### src/design/afrf_pkg.sv
// ----------------------------------------------------------------------------
// afrf_pkg: shared types and constants of the ARM64 function reference finder
// Instruction encodings, the decoded word carried from front to back, and
// configuration register indexes.
// ----------------------------------------------------------------------------
package afrf_pkg;

   localparam int unsigned ADDR_W  = 64;
   localparam int unsigned WORD_W  = 32;
   localparam int unsigned REG_W   = 5;
   localparam int unsigned IMM12_W = 12;
   localparam int unsigned CSR_IDX_W = 1;

   // configuration register indexes
   localparam logic [CSR_IDX_W-1:0] CSR_BASE_ADDRESS   = 1'b0;
   localparam logic [CSR_IDX_W-1:0] CSR_TARGET_ADDRESS = 1'b1;

   // instruction encodings
   localparam logic [WORD_W-1:0] RET_WORD       = 32'hD65F03C0;
   localparam logic [WORD_W-1:0] ADRP_MASK      = 32'h9F000000;
   localparam logic [WORD_W-1:0] ADRP_MATCH     = 32'h90000000;
   localparam logic [WORD_W-1:0] ADD_MASK       = 32'hFFC00000;
   localparam logic [WORD_W-1:0] ADD_MATCH      = 32'h91000000;
   localparam logic [WORD_W-1:0] STP_FP_MASK    = 32'hFFC07FFF;
   localparam logic [WORD_W-1:0] STP_FP_MATCH   = 32'hA9807BFD;
   localparam logic [WORD_W-1:0] SUB_SP_MASK    = 32'hFFC003FF;
   localparam logic [WORD_W-1:0] SUB_SP_MATCH   = 32'hD10003FF;

   // one classified instruction word
   typedef struct packed {
      logic                 is_ret;
      logic                 is_adrp;
      logic                 is_prologue;
      logic                 is_add;
      logic [REG_W-1:0]     add_rd;
      logic [REG_W-1:0]     add_rn;
      logic [REG_W-1:0]     adrp_rd;
      logic [IMM12_W-1:0]   imm12;
      logic [ADDR_W-1:0]    adrp_page;
      logic [ADDR_W-1:0]    word_addr;
      logic                 last_word;
   } afrf_entry_type;

endpackage

### src/design/afrf_front.sv
// ----------------------------------------------------------------------------
// afrf_front: word intake and classification
// Tracks the address of each word, decodes the patterns of interest and
// precomputes the ADRP page value for the back end.
// ----------------------------------------------------------------------------
module afrf_front
   import afrf_pkg::*;
(
   input  logic                  clock,
   input  logic                  reset,
   input  logic                  req_valid,
   input  logic [WORD_W-1:0]     req_instr_word,
   input  logic                  req_last_word,
   input  logic                  queue_full,
   input  logic                  base_write,
   input  logic [ADDR_W-1:0]     base_data,
   output logic                  push,
   output afrf_entry_type        push_entry
);

   logic [ADDR_W-1:0] base_address_ff, base_address_in;
   logic [ADDR_W-1:0] word_address_ff, word_address_in;
   logic [20:0]       imm21;
   logic [ADDR_W-1:0] adrp_offset;

   assign push = req_valid && !queue_full;

   // ADRP immediate: immhi:immlo, sign-extended and scaled by 4 KiB pages
   assign imm21       = {req_instr_word[23:5], req_instr_word[30:29]};
   assign adrp_offset = {{31{imm21[20]}}, imm21, 12'h000};

   always_comb begin
      push_entry.is_ret      = (req_instr_word == RET_WORD);
      push_entry.is_adrp     = ((req_instr_word & ADRP_MASK) == ADRP_MATCH);
      push_entry.is_prologue = ((req_instr_word & STP_FP_MASK) == STP_FP_MATCH) ||
                               ((req_instr_word & SUB_SP_MASK) == SUB_SP_MATCH);
      push_entry.is_add      = ((req_instr_word & ADD_MASK) == ADD_MATCH);
      push_entry.add_rd      = req_instr_word[4:0];
      push_entry.add_rn      = req_instr_word[9:5];
      push_entry.adrp_rd     = req_instr_word[4:0];
      push_entry.imm12       = req_instr_word[21:10];
      push_entry.adrp_page   = {word_address_ff[ADDR_W-1:12], 12'h000} + adrp_offset;
      push_entry.word_addr   = word_address_ff;
      push_entry.last_word   = req_last_word;
   end

   always_comb begin
      base_address_in = base_address_ff;
      word_address_in = word_address_ff;
      if (base_write) begin
         base_address_in = base_data;
         word_address_in = base_data;
      end else if (push) begin
         word_address_in = req_last_word ? base_address_ff : word_address_ff + 64'd4;
      end
   end

   always_ff @(posedge clock) begin
      if (reset) begin
         base_address_ff <= '0;
         word_address_ff <= '0;
      end else begin
         base_address_ff <= base_address_in;
         word_address_ff <= word_address_in;
      end
   end

endmodule

### src/design/afrf_queue.sv
// ----------------------------------------------------------------------------
// afrf_queue: short FIFO of classified words
// Decouples the front end from the back end so either side can stall.
// ----------------------------------------------------------------------------
module afrf_queue
   import afrf_pkg::*;
#(
   parameter int unsigned DEPTH = 2
)
(
   input  logic           clock,
   input  logic           reset,
   input  logic           push,
   input  afrf_entry_type push_entry,
   input  logic           pop,
   output logic           full,
   output logic           head_valid,
   output afrf_entry_type head_entry
);

   localparam int unsigned PTR_W = (DEPTH > 1) ? $clog2(DEPTH) : 1;
   localparam int unsigned CNT_W = $clog2(DEPTH + 1);
   localparam logic [PTR_W-1:0] LAST_PTR = PTR_W'(DEPTH - 1);
   localparam logic [CNT_W-1:0] FULL_CNT = CNT_W'(DEPTH);

   afrf_entry_type   slot_ff [DEPTH];
   logic [PTR_W-1:0] wr_ptr_ff, wr_ptr_in;
   logic [PTR_W-1:0] rd_ptr_ff, rd_ptr_in;
   logic [CNT_W-1:0] count_ff, count_in;

   assign full       = (count_ff == FULL_CNT);
   assign head_valid = (count_ff != '0);
   assign head_entry = slot_ff[rd_ptr_ff];

   always_comb begin
      wr_ptr_in = wr_ptr_ff;
      rd_ptr_in = rd_ptr_ff;
      count_in  = count_ff;
      if (push) begin
         wr_ptr_in = (wr_ptr_ff == LAST_PTR) ? '0 : wr_ptr_ff + 1'b1;
      end
      if (pop) begin
         rd_ptr_in = (rd_ptr_ff == LAST_PTR) ? '0 : rd_ptr_ff + 1'b1;
      end
      if (push && !pop) begin
         count_in = count_ff + 1'b1;
      end else if (pop && !push) begin
         count_in = count_ff - 1'b1;
      end
   end

   always_ff @(posedge clock) begin
      if (reset) begin
         wr_ptr_ff <= '0;
         rd_ptr_ff <= '0;
         count_ff  <= '0;
      end else begin
         wr_ptr_ff <= wr_ptr_in;
         rd_ptr_ff <= rd_ptr_in;
         count_ff  <= count_in;
      end
   end

   always_ff @(posedge clock) begin
      if (push) begin
         slot_ff[wr_ptr_ff] <= push_entry;
      end
   end

endmodule

### src/design/afrf_back.sv
// ----------------------------------------------------------------------------
// afrf_back: search state machine and result register
// Applies one classified word per cycle, whenever the result register is free or
// draining, to the search mode, pairs ADRP/ADD, checks the target and issues the section answer.
// ----------------------------------------------------------------------------
module afrf_back
   import afrf_pkg::*;
(
   input  logic                clock,
   input  logic                reset,
   input  logic                head_valid,
   input  afrf_entry_type      head_entry,
   output logic                pop,
   input  logic                target_write,
   input  logic [ADDR_W-1:0]   target_data,
   output logic                rsp_valid,
   input  logic                rsp_stall,
   output logic                rsp_found,
   output logic [ADDR_W-1:0]   rsp_function_address
);

   typedef enum logic [1:0] {
      MODE_SCAN,
      MODE_IN_FN,
      MODE_FOUND
   } mode_type;

   mode_type            mode_ff, mode_in;
   logic [ADDR_W-1:0]   function_start_ff, function_start_in;
   logic                adrp_pending_ff, adrp_pending_in;
   logic                answered_ff, answered_in;
   logic [ADDR_W-1:0]   held_page_ff, held_page_in;
   logic [REG_W-1:0]    held_rd_ff, held_rd_in;
   logic [ADDR_W-1:0]   target_address_ff, target_address_in;
   logic                rsp_valid_ff, rsp_valid_in;
   logic                rsp_found_ff, rsp_found_in;
   logic [ADDR_W-1:0]   rsp_function_address_ff, rsp_function_address_in;

   logic                emit;
   logic                emit_found;
   logic                consumed;
   logic [ADDR_W-1:0]   resolved;

   // advance whenever the result register is free or being drained
   assign pop = head_valid && (!rsp_valid_ff || !rsp_stall);

   assign resolved = held_page_ff + {{(ADDR_W-IMM12_W){1'b0}}, head_entry.imm12};

   always_comb begin
      mode_in           = mode_ff;
      function_start_in = function_start_ff;
      adrp_pending_in   = adrp_pending_ff;
      answered_in       = answered_ff;
      held_page_in      = held_page_ff;
      held_rd_in        = held_rd_ff;
      target_address_in = target_write ? target_data : target_address_ff;
      emit              = 1'b0;
      emit_found        = 1'b0;
      consumed          = 1'b0;

      if (pop) begin
         if (!answered_ff) begin
            if (adrp_pending_ff) begin
               adrp_pending_in = 1'b0;
               if (head_entry.is_add && head_entry.add_rd == held_rd_ff &&
                   head_entry.add_rn == held_rd_ff) begin
                  if (target_address_ff != '0 && resolved == target_address_ff) begin
                     mode_in = MODE_FOUND;
                  end
                  consumed = 1'b1;
               end
            end
            if (!consumed) begin
               if (head_entry.is_ret) begin
                  if (mode_ff == MODE_FOUND) begin
                     emit        = 1'b1;
                     emit_found  = 1'b1;
                     answered_in = 1'b1;
                  end else begin
                     mode_in = MODE_SCAN;
                  end
               end else if (head_entry.is_adrp) begin
                  if (mode_ff == MODE_IN_FN && !head_entry.last_word) begin
                     held_page_in    = head_entry.adrp_page;
                     held_rd_in      = head_entry.adrp_rd;
                     adrp_pending_in = 1'b1;
                  end
               end else if (head_entry.is_prologue) begin
                  if (mode_ff == MODE_SCAN) begin
                     function_start_in = head_entry.word_addr;
                     mode_in           = MODE_IN_FN;
                  end
               end
            end
         end
         if (head_entry.last_word) begin
            // section closes: report a miss unless already answered, then restart
            if (!answered_ff && !emit) begin
               emit = 1'b1;
            end
            mode_in           = MODE_SCAN;
            function_start_in = '0;
            adrp_pending_in   = 1'b0;
            answered_in       = 1'b0;
         end
      end

      rsp_found_in            = rsp_found_ff;
      rsp_function_address_in = rsp_function_address_ff;
      if (emit) begin
         rsp_valid_in            = 1'b1;
         rsp_found_in            = emit_found;
         rsp_function_address_in = emit_found ? function_start_ff : '0;
      end else if (rsp_valid_ff && !rsp_stall) begin
         rsp_valid_in = 1'b0;
      end else begin
         rsp_valid_in = rsp_valid_ff;
      end
   end

   always_ff @(posedge clock) begin
      if (reset) begin
         mode_ff           <= MODE_SCAN;
         function_start_ff <= '0;
         adrp_pending_ff   <= 1'b0;
         answered_ff       <= 1'b0;
         target_address_ff <= '0;
         rsp_valid_ff      <= 1'b0;
      end else begin
         mode_ff           <= mode_in;
         function_start_ff <= function_start_in;
         adrp_pending_ff   <= adrp_pending_in;
         answered_ff       <= answered_in;
         target_address_ff <= target_address_in;
         rsp_valid_ff      <= rsp_valid_in;
      end
      held_page_ff            <= held_page_in;
      held_rd_ff              <= held_rd_in;
      rsp_found_ff            <= rsp_found_in;
      rsp_function_address_ff <= rsp_function_address_in;
   end

   assign rsp_valid            = rsp_valid_ff;
   assign rsp_found            = rsp_found_ff;
   assign rsp_function_address = rsp_function_address_ff;

endmodule

### src/design/arm64_function_reference_finder_top.sv
// Path: the word that causes a result beat is held in a queue slot, then the beat
//   is registered in the result register.
// Throughput: one instruction word per cycle while the queue has a free slot; the back end retires one queued
//   word each cycle that the result register is free or being drained.
// Reset (synchronous, active high) clears the search state, the queue and both
//   configuration registers.
// ----------------------------------------------------------------------------
// arm64_function_reference_finder_top: ARM64 ADRP/ADD reference search
// Streams the instruction words of a section, tracks prologue, function body
// and found modes, and reports the start of the first function that forms
// the target address, or a miss at the end of the section.
// ----------------------------------------------------------------------------
module arm64_function_reference_finder_top
   import afrf_pkg::*;
#(
   parameter int unsigned QUEUE_DEPTH = 2
)
(
   input  logic                  clock,
   input  logic                  reset,
   // instruction word channel
   input  logic                  req_valid,
   output logic                  req_stall,
   input  logic [WORD_W-1:0]     req_instr_word,
   input  logic                  req_last_word,
   // result channel
   output logic                  rsp_valid,
   input  logic                  rsp_stall,
   output logic                  rsp_found,
   output logic [ADDR_W-1:0]     rsp_function_address,
   // configuration writes
   input  logic                  csr_write_enable,
   input  logic [CSR_IDX_W-1:0]  csr_index,
   input  logic [ADDR_W-1:0]     csr_write_data
);

   logic           base_write;
   logic           target_write;
   logic           push;
   afrf_entry_type push_entry;
   logic           queue_full;
   logic           head_valid;
   afrf_entry_type head_entry;
   logic           pop;

   // Decode the register index; the base address goes to the front end,
   // which also reloads its running word address, and the target to the back.
   assign base_write   = csr_write_enable && (csr_index == CSR_BASE_ADDRESS);
   assign target_write = csr_write_enable && (csr_index == CSR_TARGET_ADDRESS);

   // Stall new beats only when the queue has no free slot.
   assign req_stall = queue_full;

   // Front end: address tracking and pattern decode.
   afrf_front u_front (
      .clock          (clock),
      .reset          (reset),
      .req_valid      (req_valid),
      .req_instr_word (req_instr_word),
      .req_last_word  (req_last_word),
      .queue_full     (queue_full),
      .base_write     (base_write),
      .base_data      (csr_write_data),
      .push           (push),
      .push_entry     (push_entry)
   );

   // Hold classified words between the two halves.
   afrf_queue #(
      .DEPTH (QUEUE_DEPTH)
   ) u_queue (
      .clock      (clock),
      .reset      (reset),
      .push       (push),
      .push_entry (push_entry),
      .pop        (pop),
      .full       (queue_full),
      .head_valid (head_valid),
      .head_entry (head_entry)
   );

   // Back end: mode tracking, ADRP/ADD resolution and the result register.
   afrf_back u_back (
      .clock                (clock),
      .reset                (reset),
      .head_valid           (head_valid),
      .head_entry           (head_entry),
      .pop                  (pop),
      .target_write         (target_write),
      .target_data          (csr_write_data),
      .rsp_valid            (rsp_valid),
      .rsp_stall            (rsp_stall),
      .rsp_found            (rsp_found),
      .rsp_function_address (rsp_function_address)
   );

endmodule

### config.mk
export PLATFORM = sky130hd
export DESIGN_NAME = arm64_function_reference_finder_top
export DESIGN_NICKNAME = d
export VERILOG_FILES = /design/src/design/afrf_pkg.sv /design/src/design/afrf_front.sv /design/src/design/afrf_queue.sv /design/src/design/afrf_back.sv /design/src/design/arm64_function_reference_finder_top.sv
export SDC_FILE = /design/constraint.sdc
export NUM_CORES = 1
export LEC_CHECK = 0
export BUFFER_PORTS_ARGS = -buffer_cell sky130_fd_sc_hd__buf_2
export CORE_ASPECT_RATIO = 0.75
export CORE_UTILIZATION = 40
export DETAILED_ROUTE_END_ITERATION = 10
export GPL_TIMING_DRIVEN = 0
export MAX_ROUTING_LAYER = met4
export PLACE_DENSITY = 0.65
export SLEW_MARGIN = 20
export SYNTH_ARGS = -nofsm -noshare
export SYNTH_HDL_FRONTEND = slang
export SYNTH_SLANG_ARGS = --single-unit
### constraint.sdc
create_clock -name clock -period 10.5 [get_ports clock]
set_input_delay 1.05 -clock clock [delete_from_list [all_inputs] [get_ports clock]]
set_output_delay 1.05 -clock clock [all_outputs]
set_load 0.005 [all_outputs]
# Word level (Yosys, flattened, before mapping)
# Memories as Yosys holds them, arrays and structs flattened. A register that Yosys moved wholly into a read port is not among the register bits.
# Index checks and enable logic that the tools add are counted.
totals:
  register_bits: 399
  ramBits: 320
  inputBits: 103
  out_inout_bits: 67
  wordCells: 127
  mem_count: 1
op_classes:
  n_addsub: 7
  eq_ne: 15
  mux: 52
  bitwise_logic: 4
  reduce_logical: 33
memory_table:
  columns: ["name", "depth", "width", "rd", "rd_clocked_by_memory_dff", "wr", "line_no", "source"]
  rows:
  - ["u_queue.slot_ff", 2, 160, 1, 1, 1, "afrf_queue.sv:26", "afrf_entry_type slot_ff [DEPTH];"]
op_table:
  columns: ["op", "n"]
  rows:
  - ["$mux W64", 10]
  - ["$add A64 B12 Y64", 1]
  - ["$add A64 B3 Y64 const B", 1]
  - ["$add A64 B64 Y64", 1]
  - ["$eq A64 B64 Y1", 1]
  - ["$reduce_bool A64 Y1", 1]
  - ["$eq A32 B32 Y1 const B", 1]
  - ["$mux W1", 29]
  - ["$mux W2", 13]
  - ["$eq A25 B25 Y1 const B", 1]
  - ["$eq A20 B20 Y1 const B", 1]
  - ["$logic_and A1 B1 Y1", 12]
  - ["$reduce_bool A2 Y1", 6]
  - ["$eq A10 B10 Y1 const B", 1]
  - ["$eq A5 B5 Y1", 2]
  - ["$logic_not A1 Y1", 8]
  - ["$ne A2 B1 Y1 const B", 4]
  - ["$reduce_and A7 Y1", 1]
  - ["$eq A6 B6 Y1 const B", 1]
  - ["$reduce_and A6 Y1", 1]
  - ["$eq A2 B2 Y1 const B", 2]
  - ["$not A1 Y1", 4]
  - ["$add A1 B1 Y1 const B", 2]
  - ["$add A2 B1 Y2 const B", 1]
  - ["5 further kinds", 6]

# Logic depth before layout (Yosys ltp)
# Gate-level depths: netlist of run 1.
logic_depth:
  ltp_word: 16
  depth_mapped: 12
  ltp_nobuf: 12

# Modules after synthesis
# From an unflattened synthesis of run 1, not the netlist that was laid out.
unflattened:
  hier_cells: 3054
  hier_area_um2: 34610.7
modules_own_cells:
  columns: ["mod", "n_inst", "cells_per_inst", "area_each_um2", "seq_area_each_um2"]
  rows:
  - ["afrf_back", 1, 1123, 12266.8, 6686.4]
  - ["afrf_queue", 1, 520, 12159.2, 9709.3]
  - ["afrf_front", 1, 1409, 10168.5, 2562.5]
  - ["arm64_function_reference_finder_top", 1, 2, 16.3, 0.0]

# Worst setup path before layout of run 1
# Ideal clock, no wire load.
synth_timing:
  path_type: "input to register"
  start: "input port req_valid"
  end: "memory u_queue.slot_ff[0][0] in the netlist's numbering, enable pin"
  setup_time_ns: 0.648
  arrival_time_ns: 7.520
  t_required_ns: 9.852
  slack_ns: 2.332
  cell_stages: 4
  n_path_buf: 2
  cell_sequence: "nand2_1 > clkbuf_1 > buf_1 > nor2_1"
synth_between:
  elab_chain_len: 3
synth_rtl:
  columns: ["element", "line_no", "source"]
  rows:
  - ["start: declaration", "arm64_function_reference_finder_top.sv:22", "input logic req_valid,"]
  - ["$logic_and A1 B1 Y1", "afrf_front.sv:26", "assign push = req_valid && !queue_full;"]
  - ["$mux W1", "afrf_queue.sv:65", "if (push) begin"]
  - ["$mux W1 (not written as such)", "afrf_queue.sv:66", "slot_ff[wr_ptr_ff] <= push_entry;"]
  - ["end: declaration", "afrf_queue.sv:26", null]
# Every way passes these cells.

==> results of run 1 <==
## cells in the mapped netlist, types with 4 or more instances
cell / n
a21o_1: 27
and2_1: 69
nand2_1: 398
inv_1: 31
buf_6: 6
nor4_1: 39
mux2_2: 62
and3_1: 22
edfxtp_1: 408
or2_2: 5
ha_1: 53
o211ai_1: 12
a41oi_1: 7
o21ai_0: 98
nand2b_1: 13
nor2b_1: 8
nor2_1: 113
a31oi_1: 17
o21ai_2: 27
or3_1: 11
a211oi_1: 6
nand4_1: 41
o31ai_1: 7
o21a_1: 11
xnor2_1: 37
clkbuf_1: 97
dfxtp_1: 266
o22a_1: 5
nand3_1: 46
nand3b_1: 4
o21bai_1: 10
xor2_1: 75
a2bb2oi_1: 6
and4_1: 11
mux2i_1: 83
nor3_1: 36
buf_2: 4
buf_1: 23
o221ai_1: 35
nor4b_1: 4
a21oi_1: 311
## path summary, 6_finish.rpt
check	to	slack (ns)	cells past startpoint
setup / recovery	u_queue.slot_ff[0][127]$_DFFE_PP_	5.71	12
hold reg to reg	u_back.function_start_ff[3]$_SDFFE_PP0P_	0.44	2
hold / removal	u_back.function_start_ff[3]$_SDFFE_PP0P_	0.44	2
setup reg to reg	u_queue.slot_ff[0][127]$_DFFE_PP_	5.71	12
## area by class of cell
cell class                 instances  area [µm²]
buffer                           141       663.1
clock buffer                     104        2076
clock inverter                    22       269.0
fill                            6571       38200
inverter                          32       122.6
multi-input combinational       1768       10930
sequential                       674       17580
tap                              957        1197
timing repair buffer             178        1079
## per-stage QoR
step / hold WS (ns) / cells / power, mW / instance area [µm²] / util [%]
5_1_grt: 0.4668 / 3876 / 7.713 / 33910 / 47.03
6_report: 0.4428 / 3876 / 7.430 / 33910 / 47.03
3_5_place_dp: 0.4380 / 3750 / 4.928 / 31560 / 43.77
2_1_floorplan: 0.4165 / 2615 / 4.381 / 29260 / -
3_3_place_gp: 0.4344 / 3740 / 4.903 / 31300 / 43.41
4_1_cts: 0.4476 / 3876 / 7.460 / 33910 / 47.03
## critical path: cells and delay by family (launching register included)
family | cells | cell delay [ns]
AOI/OAI and AO/OA | 5 | 2.31
adders and majority gates | 2 | 0.70
DFF | 1 | 0.73
and+or+nand+nor | 3 | 0.62
xor gates and xnor gates | 1 | 0.21
buffers and inverters | 1 | 0.06
## registers in the layout (all words and copies together), names as in the netlist, 2 cells and up, named ones only
register                     count
u_front.word_address_ff         64
u_back.mode_ff                   2
u_queue.count_ff                 2
u_back.rsp_function_address     64
u_back.held_rd_ff                5
u_back.held_page_ff             52
u_queue.slot_ff                286
u_front.base_address_ff         64
u_back.target_address_ff        64
u_back.function_start_ff        64
## per-layer routing
metal	up-vias	global-route usage (%)	wire [µm]
met5	-	-	0
met4	0	9.106	2999
met3	170	3.930	8250
met2	1101	36.26	39520
met1	10741	36.60	42400
li1	10098	-	-
## cell families after synthesis
family	after synthesis	share of synthesized area (%)
xor gates and xnor gates	112	3.352
and+or+nand+nor	842	13.61
muxes	145	5.225
DFF	674	60.07
buffers and inverters	173	2.672
adders and majority gates	54	2.335
AOI/OAI and AO/OA	615	12.74
## where the power goes
part | switching [mW] | internal [mW] | leakage, nW | total, mW
logic | 0.915 | 0.553 | 5.04 | 1.47
registers | 0.176 | 3.25 | 6.01 | 3.42
clock network | 1.02 | 1.52 | 1.15 | 2.54
total | 2.11 | 5.32 | 12.2 | 7.43
==> impl_metrics.json, run 1 <==
{
  "status": "finished clean",
  "cp.required_ns": 10.95,
  "clock_path_buffers": 3,
  "ir_drop_mv": 0.1068,
  "path_common_cell": "o21ai_0",
  "yosysWarnings": 0,
  "rows": 85,
  "slowest_stage": "a2111oi_0",
  "pre_cts_ws_ns": 5.467,
  "final_cell_mix": "edfxtp_1, nand2_1, a21oi_1, dfxtp_1, buf_2",
  "crit_type": "reg2reg",
  "powerDensity_nw_per_um2": 219.1,
  "crit_path_cell_trace": "ha_1 > inv_1 > fa_1 > nand2b_1 > a21oi_1 > o21ai_0 > a2111oi_0 > o31ai_1 > nor2_1 > nor3_1 > o21ai_0 > xor2_1",
  "post_drt_wl_per_cell_um": 24.04,
  "antenna_found_initial": 2,
  "cts_tree": "done",
  "die_h_um": 236.2,
  "drtIter0Drc": 2596,
  "start_util_pct": 40.58,
  "post_drt_via_cell_ratio": 5.704,
  "root_buffer": "clkbuf_16",
  "cp-end-kind": "flop",
  "fin_tns_setup_ns": 0,
  "grt_pass1_vias": 20987,
  "postCtsSetupRepairBufs": 0,
  "worstMarginPinSlew_ns": 1.104,
  "slew_headroom_pct": 24.50,
  "yosysSeqAreaShare_pct": 60.07,
  "p_leak_nw": 12.20,
  "setup_viol_count_final": 0,
  "cts_resized": 0,
  "ys_ff_latch": 674,
  "syn2layout_area_growth_pct": 15.88,
  "crit_fanout": 10,
  "core_um2": 72110,
  "slowest_delay_ns": 1.06,
  "cts_sinks": 674,
  "synthFlopType": "edfxtp_1",
  "setup_ws_ns": 5.712,
  "finalHoldViolCount": 0,
  "totalWireLength_um": 93170,
  "fmax_ghz": 0.2089,
  "hold_class": "reg2reg",
  "synth_top_area_cell": "edfxtp_1",
  "die-width_um": 314.3,
  "hp-start": "u_back.function_start_ff[3]$_SDFFE_PP0P_",
  "layout_commonest_cell": "edfxtp_1",
  "synthTopCellsByArea": "edfxtp_1, dfxtp_1, a21oi_1, nand2_1, mux2i_1",
  "clk_latency_ns": 0.62,
  "fin_crit_ns": 4.788,
  "die-area_um2": 74250,
  "synth_edf_count": 408,
  "place_hpwl_um": 69920,
  "cts-hold-fix-buffers": 0,
  "rsz0062_at_grt": "no",
  "fin_skew_ns": 0.02995,
  "syn_area_per_cell_um2": 11.19,
  "grt_usage_pct": 25.49,
  "final_nets": 3023,
  "cts_buffers": 71,
  "synth.cell_area_um2": 29260,
  "syn_inst": 2615,
  "regToRegStartpoint": "u_front.word_address_ff[12]$_SDFFE_PP0P_",
  "io_buffer_count": 168,
  "first_pass_iters": 6,
  "cap_violations": 0,
  "place_congestion": 0.9650,
  "grt_max_degree": 62,
  "drive_gt1_share_pct": 14.18,
  "synth_top_area_share_pct": 41.87,
  "critPathLaunchType": "flop",
  "ctsHtreeMaxLevel": 3,
  "vias": 22110,
  "diodes": 0,
  "gr-total-overflow": 0,
  "synth_fp_nets": 2772,
  "synthArstFlopShare_pct": 0,
  "worstSetupStartpoint": "u_front.word_address_ff[12]$_SDFFE_PP0P_",
  "fin_crit_sh_pct": 45.60,
  "cp_data_arrival_time_ns": 5.24,
  "drc_errors": 0,
  "synth_cell_type_count": 87,
  "ios": 170,
  "ant_nets": 0,
  "grt_pass1_wl_um": 135600,
  "path_clk_slew_ns": 0.06,
  "maxSlewViolCount": 0
}
(Power assumes the default switching activity.)
==> run 2, diff against run 1 <==
PLACE_DENSITY = 0.67   (was 0.65)
clock period = 4 ns   (was 10.5 ns; I/O delays follow)
==> impl_metrics.json, run 2 (synthesis gave the netlist of run 1 again) <==
{
  "fin_crit_sh_pct": 97.36,
  "regToRegStartpoint": "u_front.word_address_ff[16]$_SDFFE_PP0P_",
  "multi_input_area_um2": 10970,
  "largest_reg_flops": 286,
  "vias": 21817,
  "setup_ws_ns": 0.1057,
  "ctsHtreeMaxLevel": 3,
  "slew_headroom_pct": 30.81,
  "cts_sinks": 674,
  "die-area_um2": 74250,
  "cts_buffers": 69,
  "root_buffer": "clkbuf_16",
  "start_util_pct": 40.58,
  "reg2regPathDepth": 10,
  "ir_drop_mv": 0.3230,
  "final_cell_mix": "edfxtp_1, nand2_1, a21oi_1, dfxtp_1, buf_2",
  "layout_commonest_cell": "edfxtp_1",
  "io_buffer_count": 168,
  "p_leak_nw": 12.19,
  "grt_pass1_wl_um": 128200,
  "grt_pass1_vias": 19919,
  "power_mw": 19.28,
  "critPathLaunchType": "flop",
  "ios": 170,
  "path_clk_slew_ns": 0.06,
  "hold-path-cell-count": 1,
  "crit_type": "reg2reg",
  "crit_fanout": 7,
  "post_drt_wl_per_cell_um": 22.50,
  "cp-end-kind": "flop",
  "dpl_cell_area_um2": 31560,
  "place_congestion": 0.9848,
  "hp-start": "req_instr_word[19]",
  "holdWs_ns": 0.04758,
  "antenna_found_initial": 3,
  "grt_max_degree": 57,
  "worstMarginPinSlew_ns": 1.038,
  "cp_data_arrival_time_ns": 4.25,
  "regMostFlops": "u_queue.slot_ff",
  "cts_tree": "done",
  "syn2layout_area_growth_pct": 16.00,
  "postCtsSetupRepairBufs": 0,
  "cp.required_ns": 4.36,
  "clock_path_buffers": 3,
  "setup_viol_count_final": 0,
  "totalWireLength_um": 87300,
  "maxSlewViolCount": 0,
  "clk_latency_ns": 0.61,
  "grt_usage_pct": 23.91,
  "hold_class": "in2reg",
  "cap_violations": 0,
  "status": "finished clean",
  "drive_gt1_share_pct": 14.69,
  "core_um2": 72110,
  "drtIter0Drc": 2578,
  "fillCellCount": 6589,
  "worstSetupStartpoint": "u_front.word_address_ff[16]$_SDFFE_PP0P_",
  "fmax_ghz": 0.2568,
  "drc_errors": 0,
  "whs_endpoint": "u_queue.slot_ff[1][138]$_DFFE_PP_",
  "final_nets": 3024,
  "rsz0062_at_grt": "no",
  "gr-total-overflow": 0,
  "first_pass_iters": 7,
  "finalHoldViolCount": 0,
  "powerDensity_nw_per_um2": 568.2,
  "die-width_um": 314.3,
  "rows": 85,
  "ant_nets": 0,
  "fin_skew_ns": 0.02252,
  "post_drt_via_cell_ratio": 5.623,
  "reg2reg_to": "u_queue.slot_ff[1][128]$_DFFE_PP_",
  "regArea_um2": 17580,
  "fin_crit_ns": 3.894,
  "pre_cts_ws_ns": -0.4615,
  "die_h_um": 236.2,
  "rrSetupSlack_ns": 0.11,
  "fin_area_um2": 33940,
  "place_hpwl_um": 64500
}
run 2: cell types whose count changed in the layout (fill, tap and decap cells not counted), sizes merged, moves of 3 or more:
cell	change
bufinv	-3
clkbuf	-5
clkinv	+3
dlygate4sd3	+3
run 2: final cells by class:
cell class	count	share of cell area, %
Antenna cell	2	0.01474
Buffer	141	1.954
Clock buffer	99	6.093
Clock inverter	26	0.6783
Inverter	32	0.3613
Multi-Input combinational cell	1768	32.31
Sequential cell	674	51.80
Tap cell	957	3.528
Timing Repair Buffer	181	3.266
run 2: per-stage QoR:
step | instances | TNS [ns] | util, %
floorplan | 2615 | 0 | -
global placement | 3740 | -244.00 | 43.42
detailed placement | 3750 | -4.221 | 43.77
CTS | 3878 | 0 | 47.02
global route | 3880 | 0 | 47.07
finish | 3880 | 0 | 47.07
run 2: per-layer routing:
layer	wire, µm	up-vias	global-route usage, %
li1	-	10108	-
met1	38520	10409	34.35
met2	36000	1122	32.77
met3	9567	178	5.258
met4	3206	0	8.603
met5	0	-	-
run 2: worst max path at each step:
stage	to	cells past startpoint
after floorplan	u_queue.slot_ff[0][0]$_DFFE_PP_	5
after global placement	u_queue.slot_ff[0][122]$_DFFE_PP_	5
after detailed placement	u_queue.slot_ff[0][127]$_DFFE_PP_	12
after CTS	u_queue.slot_ff[1][128]$_DFFE_PP_	9
after global routing	u_back.rsp_function_address[52]$_SDFFCE_PN0P_	10
final	u_queue.slot_ff[1][128]$_DFFE_PP_	10
run 2: power by group:
part	internal, mW	leakage, nW	switching, mW
sequential	8.52	6.01	0.453
clock	3.81	1.13	2.68
combinational	1.45	5.04	2.36
total	13.8	12.2	5.50
run 2: critical path: stages, from the launching register on:
cell and delay [ns]:
dfxtp_1 0.64, ha_1 0.38, and2_1 0.17, a221oi_1 0.37, a21o_1 0.24, a21oi_1 0.17
o31ai_2 0.33, a31oi_1 0.24, o31a_1 0.42, or4b_1 0.49, and3_1 0.19
run 2: timing repair:
| item | 4_1_cts | 5_1_grt |
|---|---|---|
| hold buffers | 3 | 0 |
| resized for setup | 6 | 8 |
| endpoints found under the hold margin | 6 | 0 |
| pin swaps | 0 | 0 |
| endpoints found under the setup margin | 20 | 12 |
